`config.mk`:
```
export PLATFORM = sky130hd
export DESIGN_NAME = bra_ctrl
export DESIGN_NICKNAME = d
export VERILOG_FILES = /design/src/bra_pkg.sv /design/src/bra_ctrl.sv
export VERILOG_INCLUDE_DIRS = /design/src /design/src/src
export SDC_FILE = /design/constraint.sdc
export NUM_CORES = 1
export LEC_CHECK = 0
export BUFFER_PORTS_ARGS = -buffer_cell sky130_fd_sc_hd__buf_4
export CORE_AREA = 8 8 45 47
export DETAILED_ROUTE_END_ITERATION = 10
export DIE_AREA = 0 0 53 55
export PLACE_DENSITY = 0.72
export SETUP_SLACK_MARGIN = 0.2
export SLEW_MARGIN = 20
export SYNTH_ARGS = -nofsm -noshare
export SYNTH_HDL_FRONTEND = slang
export SYNTH_SLANG_ARGS = --single-unit
```
`constraint.sdc`:
```
create_clock -name aclk -period 1.89 [get_ports aclk]
set_input_delay 0.189 -clock aclk [delete_from_list [all_inputs] [get_ports aclk]]
set_output_delay 0.189 -clock aclk [all_outputs]
set_load 0.01 [all_outputs]
```
`src/assert_macros.svh`:
```
// assertion macros for the allocator rtl
// expects aclk and aresetn in the including module's scope
`ifndef ASSERT_MACROS_SVH
`define ASSERT_MACROS_SVH

// property must hold at every aclk edge outside reset
`define ASSERT_ACLK(label, prop, msg) \
    label: assert property (@(posedge aclk) disable iff (!aresetn) prop) \
        else $error(msg);

// expression must never be true at an aclk edge outside reset
`define ASSERT_NEVER(label, expr, msg) \
    label: assert property (@(posedge aclk) disable iff (!aresetn) !(expr)) \
        else $error(msg);

`endif

```
`src/bra_pkg.sv`:
```
// types and constants for the bitmap run allocator
// no dependencies; imported by every allocator module
package bra_pkg;

    // command codes of an input word
    typedef enum logic [1:0] {
        CMD_FIND  = 2'd0,
        CMD_TEST  = 2'd1,
        CMD_WRITE = 2'd2,
        CMD_CLEAR = 2'd3
    } cmd_e;

    localparam logic [9:0] BYTES_IN_USE_RESET = 10'd512;

    typedef struct packed {
        cmd_e        cmd;
        logic [11:0] bit_index;
        logic        bit_value;
        logic [12:0] run_length;
    } in_item_t;

    typedef struct packed {
        logic        found;
        logic [11:0] start_index;
        logic        bit_is_set;
        logic        index_error;
    } out_item_t;

    // controller to datapath
    typedef struct packed {
        logic item_load;
        logic check;
        logic addr_clr;
        logic scan_step;
        logic idx_read;
        logic bit_op;
        logic sweep_step;
        logic out_load;
    } ctrl_cmd_t;

    // datapath to controller
    typedef struct packed {
        cmd_e cmd;
        logic err;
        logic scan_done;
        logic sweep_last;
    } dp_stat_t;

endpackage

```
`src/bra_ctrl.sv`:
```
// sequencing state machine of the bitmap run allocator
// depends on bra_pkg and assert_macros.svh
`include "assert_macros.svh"

module bra_ctrl
    import bra_pkg::*;
(
    input  logic      aclk,
    input  logic      aresetn,
    input  logic      s_valid,
    output logic      s_ready,
    output logic      m_valid,
    input  logic      m_ready,
    input  dp_stat_t  stat_i,
    output ctrl_cmd_t cmd_o
);

    typedef enum logic [7:0] {
        ST_INIT  = 8'b0000_0001,
        ST_IDLE  = 8'b0000_0010,
        ST_CHECK = 8'b0000_0100,
        ST_SCAN  = 8'b0000_1000,
        ST_READ  = 8'b0001_0000,
        ST_BITOP = 8'b0010_0000,
        ST_CLEAR = 8'b0100_0000,
        ST_DONE  = 8'b1000_0000
    } state_t;

    state_t state_reg, state_next;
    logic   m_valid_reg, m_valid_next;

    always_comb begin
        state_next   = state_reg;
        cmd_o        = '0;
        s_ready      = 1'b0;
        m_valid_next = m_valid_reg && !m_ready;
        case (state_reg)
            ST_INIT: begin
                cmd_o.sweep_step = 1'b1;
                if (stat_i.sweep_last) begin
                    state_next = ST_IDLE;
                end
            end
            ST_IDLE: begin
                s_ready = 1'b1;
                if (s_valid) begin
                    cmd_o.item_load = 1'b1;
                    state_next      = ST_CHECK;
                end
            end
            ST_CHECK: begin
                cmd_o.check = 1'b1;
                if (stat_i.err) begin
                    state_next = ST_DONE;
                end else begin
                    case (stat_i.cmd)
                        CMD_FIND: begin
                            cmd_o.addr_clr = 1'b1;
                            state_next     = ST_SCAN;
                        end
                        CMD_TEST, CMD_WRITE: begin
                            state_next = ST_READ;
                        end
                        CMD_CLEAR: begin
                            cmd_o.addr_clr = 1'b1;
                            state_next     = ST_CLEAR;
                        end
                        default: begin
                            state_next = ST_DONE;
                        end
                    endcase
                end
            end
            ST_SCAN: begin
                cmd_o.scan_step = 1'b1;
                if (stat_i.scan_done) begin
                    state_next = ST_DONE;
                end
            end
            ST_READ: begin
                cmd_o.idx_read = 1'b1;
                state_next     = ST_BITOP;
            end
            ST_BITOP: begin
                cmd_o.bit_op = 1'b1;
                state_next   = ST_DONE;
            end
            ST_CLEAR: begin
                cmd_o.sweep_step = 1'b1;
                if (stat_i.sweep_last) begin
                    state_next = ST_DONE;
                end
            end
            ST_DONE: begin
                if (!m_valid_reg || m_ready) begin
                    cmd_o.out_load = 1'b1;
                    m_valid_next   = 1'b1;
                    state_next     = ST_IDLE;
                end
            end
            default: begin
                state_next = ST_IDLE;
            end
        endcase
    end

    always_ff @(posedge aclk) begin
        if (!aresetn) begin
            state_reg   <= ST_INIT;
            m_valid_reg <= 1'b0;
        end else begin
            state_reg   <= state_next;
            m_valid_reg <= m_valid_next;
        end
    end

    assign m_valid = m_valid_reg;

    `ASSERT_ACLK(a_accept_decodes, s_valid && s_ready |=> state_reg == ST_CHECK, "word not decoded")
    `ASSERT_NEVER(a_no_overwrite, cmd_o.out_load && m_valid_reg && !m_ready, "pending result lost")
    `ASSERT_ACLK(a_scan_holds, state_reg == ST_SCAN && !stat_i.scan_done |=> state_reg == ST_SCAN, "scan left early")

endmodule

```
Word-level counts from Yosys, hierarchy flattened
Index checks and enable logic that the tools add are counted.
{"block": "totals", "register_bits": 9, "output_inout_bits": 10}
{"block": "op_classes", "n_eq_ne": 16, "muxes": 22, "n_reduce_logical": 9}
{"cell": "8-bit case mux with 8 select lines", "n": 1}
{"cell": "8-bit two-way mux", "n": 6}
{"cell": "8-bit case mux with 3 select lines", "n": 1}
{"cell": "1-bit two-way mux", "n": 13}
{"cell": "2-bit != test (second input constant)", "n": 5}
{"cell": "8-bit by 1-bit == test with 1-bit output (second input constant)", "n": 1}
{"cell": "8-bit by 2-bit == test with 1-bit output (second input constant)", "n": 1}
{"cell": "8-bit by 3-bit == test with 1-bit output (second input constant)", "n": 1}
{"cell": "8-bit by 4-bit == test with 1-bit output (second input constant)", "n": 1}
{"cell": "8-bit by 5-bit == test with 1-bit output (second input constant)", "n": 1}
{"cell": "8-bit by 6-bit == test with 1-bit output (second input constant)", "n": 1}
{"cell": "8-bit by 7-bit == test with 1-bit output (second input constant)", "n": 1}
{"cell": "8-bit == test (second input constant)", "n": 1}
{"cell": "2-bit OR reduction", "n": 3}
{"cell": "5-bit AND reduction", "n": 1}
{"cell": "2-bit == test (second input constant)", "n": 2}
{"cell": "2-bit by 1-bit == test with 1-bit output (second input constant)", "n": 1}
{"cell": "1-bit logical NOT", "n": 2}
{"cell": "2-bit logical NOT", "n": 1}
{"cell": "2-bit two-way mux", "n": 1}
{"cell": "1-bit logical AND", "n": 1}
{"cell": "1-bit logical OR", "n": 1}

Depth between registers and ports, before layout
{"block": "logic_depth", "depth_word": 5, "depth_mapped": 6}

Worst setup path after synthesis
Ideal clock, no wire load.
{"block": "synth_path", "path_kind": "register to register", "start": "reg state_reg[2]", "end": "reg state_reg[1]", "setup_ns": 0.116, "arrival_ns": 1.552, "t_required_ns": 1.774, "path_slack_ns": 0.222, "path_stages_with_launch": 6, "n_path_buf": 1, "path_cell_list": "dfxtp_1 > or4_4 > buf_6 > nor2_1 > o41ai_2 > and4_1"}
{"block": "synth_via", "elab_chain_len": 3, "elab_cells_between_ends": 15}
{"item": "from (decl)", "line": "bra_ctrl.sv:29", "source": "state_t state_reg, state_next;"}
{"item": "from (signal assigned)", "line": "bra_ctrl.sv:112", "source": "state_reg <= state_next;"}
{"item": "8-bit == test (tied with other cells)", "line": "bra_ctrl.sv:37", "source": "case (state_reg)"}
{"item": "2-bit != test (no line)"}
{"item": "5-bit AND reduction (no line)"}
Parallel ways exist; a longest one is shown, timed or not.
A chain may end at the register's enable or synchronous reset.

==> key figures <==
Clock tree
  – Clock Latency Late Sink: between 200 and 300 ps
  – Root buf cell: clkbuf_4
  – Depth of the CTS H-tree: 1
  – Clock sink total: 9
  – CTS Buffer Depth: 2
  – CTS tree: built
  – CTS buffer count: 3
  – CTS hold repair buffers: 0
  – Worst-path clk slew: 70 ps

STA
  – Final setup skew: around 1.9 ps
  – Setup TNS: 0 ps
  – Final setup viols: 0
  – Slew margin rel.: approximately 69%
  – RSZ-0062 raised after global routing: true
  – WHS: ~160 ps
  – Worst-Margin Slew: 456 ps
  – Minimum clock period: ~1800 ps
  – Final slew viol count: 0
  – PnR worst setup slack: 49.9 ps
  – Period utilization: 97.4%
  – Fmax achieved: ~0.54 GHz
  – Hold Fails Final Rpt: 0

Final layout
  – Layout cells sized above 1: 54.0%
  – N_diodes: 0
  – Layout area overhead: 51.8%
  – Nets: ~110
  – Commonest non-fill, non-tap cell in the layout: buf_4
  – Max FFs per register: 8
  – Final Cell Area: approximately 910 µm²
  – Most frequent cells in the layout: 29 x buf_4, 10 x nor2_1, 5 x nand2_1

Route
  – First-pass DRT Iterations: 4
  – # DRC: 0
  – Vias: about 640
  – ANT nets after route: 0
  – Drt wl/cell: between 10 and 15 µm
  – Vias/cell: roughly 5.5
  – Starting DRT DRC Count: 14
  – Routed WL: 1680 µm

Worst setup path
  – Worst path arrival time: 1650 ps
  – RR Endpoint: state_reg[1]
  – Worst reg2reg setup slack: 90 ps
  – Critical path class: reg -> out
  – Worst reg2reg path depth: 7
  – Critical path startpoint category: flip-flop
  – Critical path origin: state_reg[0]
  – CP max FO: 6
  – R2r startpoint: state_reg[3]
  – Critical Path RT: between 1500 and 2000 ps
  – CP Capture Type: primary output

Placed design
  – Placement Cell Area: between 700 and 800 µm²
  – Post-DP HPWL: 1190 µm
  – Port bufs: 18
  – Setup WS pre-CTS: 188 ps
  – RePlAce Congestion: ~0.78

Min path
  – Hold Path Class: in -> reg
  – Hold-critical path depth: 2
  – Worst Min Path Start: aresetn
  – Endpoint, Worst Hold: state_reg[0]

Power and ir drop
  – Leakage: between 0.0004 and 0.0005 µW
  – PwrDens: 516 mW/mm²
  – Peak supply drop: around 0.32 mV

Synthesis
  – Top FF cell, synth: dfxtp_1
  – Register area share after synthesis: 30.1%
  – Syn Inst Count: 69
  – Synth Area in XOR/XNOR: 1.46%
  – Largest family of logic cells by synthesized area: simple AND/OR/NAND/NOR gates
  – Simple-gate portion of the synthesized area: about half
  – Syn. warnings: 0
  – Mapped cell area: between 500 and 600 µm²
  – Post-synthesis mux area share: 0%
  – Async S/R FF share, synth: 0%
  – Compound-Gate Fraction of Synth Area: between 8 and 9%
  – Adder-cell area share of the yosys netlist: approximately 4.2%
  – Mean post-synth cell area: a little under 9 µm²
  – Register bit total from synthesis: 9
  – Post-synth EDFFs: 0
  – Yosys cell types: 31
  – Net Count, Synth: 80

Die
  – Total Die Area: around 0.0029 mm²
  – IO Pins: 19
  – Die X: 53 µm
  – Core area: ~0.0014 mm²
  – Initial Utilization: between 40% and 50%
  – Die Y: ~55 µm
  – Core Rows: 14

Run
  – Maxcap violations: 0

Global routing
  – Largest net degree at the start of global routing: 9
  – Initial antenna violation count: 0
  – Gr ovfl total: 0
  – Aggregate global-route resource usage: between 10% and 20%
  – First-pass GRT wire length: between 2000 and 3000 µm
  – Vias in the first global route: 650

Outcome
  – Status: finished, final reports clean
## cells by family after synthesis
| family | Yosys count |
|---|---|
| buffers and inverters | 7 |
| XOR/XNOR | 1 |
| flip-flops | 9 |
| AND/OR/NAND/NOR | 44 |
| AO/OA/AOI/OAI | 6 |
| adder cells (fa/ha/maj) | 2 |
## layer usage
layer	track usage, %	part of all wire (%)	vias up	routed length [µm]
met1	14.1	40	299	673
met2	21.1	49	27	822
met4	7.76	2.0	0	34
met5	0	0	-	0
met3	4.01	8.8	4	147
li1	-	-	308	-
## critical path, stage by stage, from the launching register on
cell	delay, ps
dfxtp_4	370
or4b_4	540
or2_4	240
nor2b_1	110
buf_4	130
## layout make-up
type                    instances  area [µm²]
multi-input cells              53         430
clock buffers                   4        26.3
inverters                       5        18.8
well taps                      16        20.0
repair buffers                 29         218
fillers                       110         474
flip-flops and latches          9         196
## how the worst max path moves through the flow
stage,end
after floorplan,state_reg[1]
after global placement,cmd_o[0]
after detailed placement,cmd_o[0]
after CTS,cmd_o[0]
after global routing,cmd_o[0]
final,cmd_o[0]
## stage by stage
step                util [%]  instances  power, µW
floorplan                  -         69        257
global placement        53.2        101        290
detailed placement      53.2        101        291
CTS                     62.6        113        464
global route            65.7        116        492
finish                  65.7        116        469
## report_power, final
group | internal [µW] | total [µW] | switching (µW)
Sequential | 194 | 204 | 10.1
Clock | 81.5 | 154 | 73.0
Combinational | 60.5 | 110 | 49.8
## synth_stat cells, drive strengths merged (2+ instances only)
cell / count / area (µm²)
nand2: 6 / 22.5
nand4b: 3 / 26.3
nor2b: 2 / 12.5
inv: 5 / 18.8
nor3: 4 / 31.3
nand3: 2 / 10.0
nor2: 11 / 41.3
buf: 2 / 18.8
dfxtp: 9 / 180
a21boi: 2 / 15.0
and4b: 2 / 20.0
o21ai: 2 / 10.0
ha: 2 / 25.0
or4b: 2 / 20.0
or2: 2 / 12.5
nor4: 3 / 31.3
## timing repair
item,CTS,global route
setup buffers,8,3
endpoints found under the setup margin,9,14
pin swaps,5,2
resized for setup,14,7
cloned,0,0
Note: power is estimated with default switching activity, not from simulation.
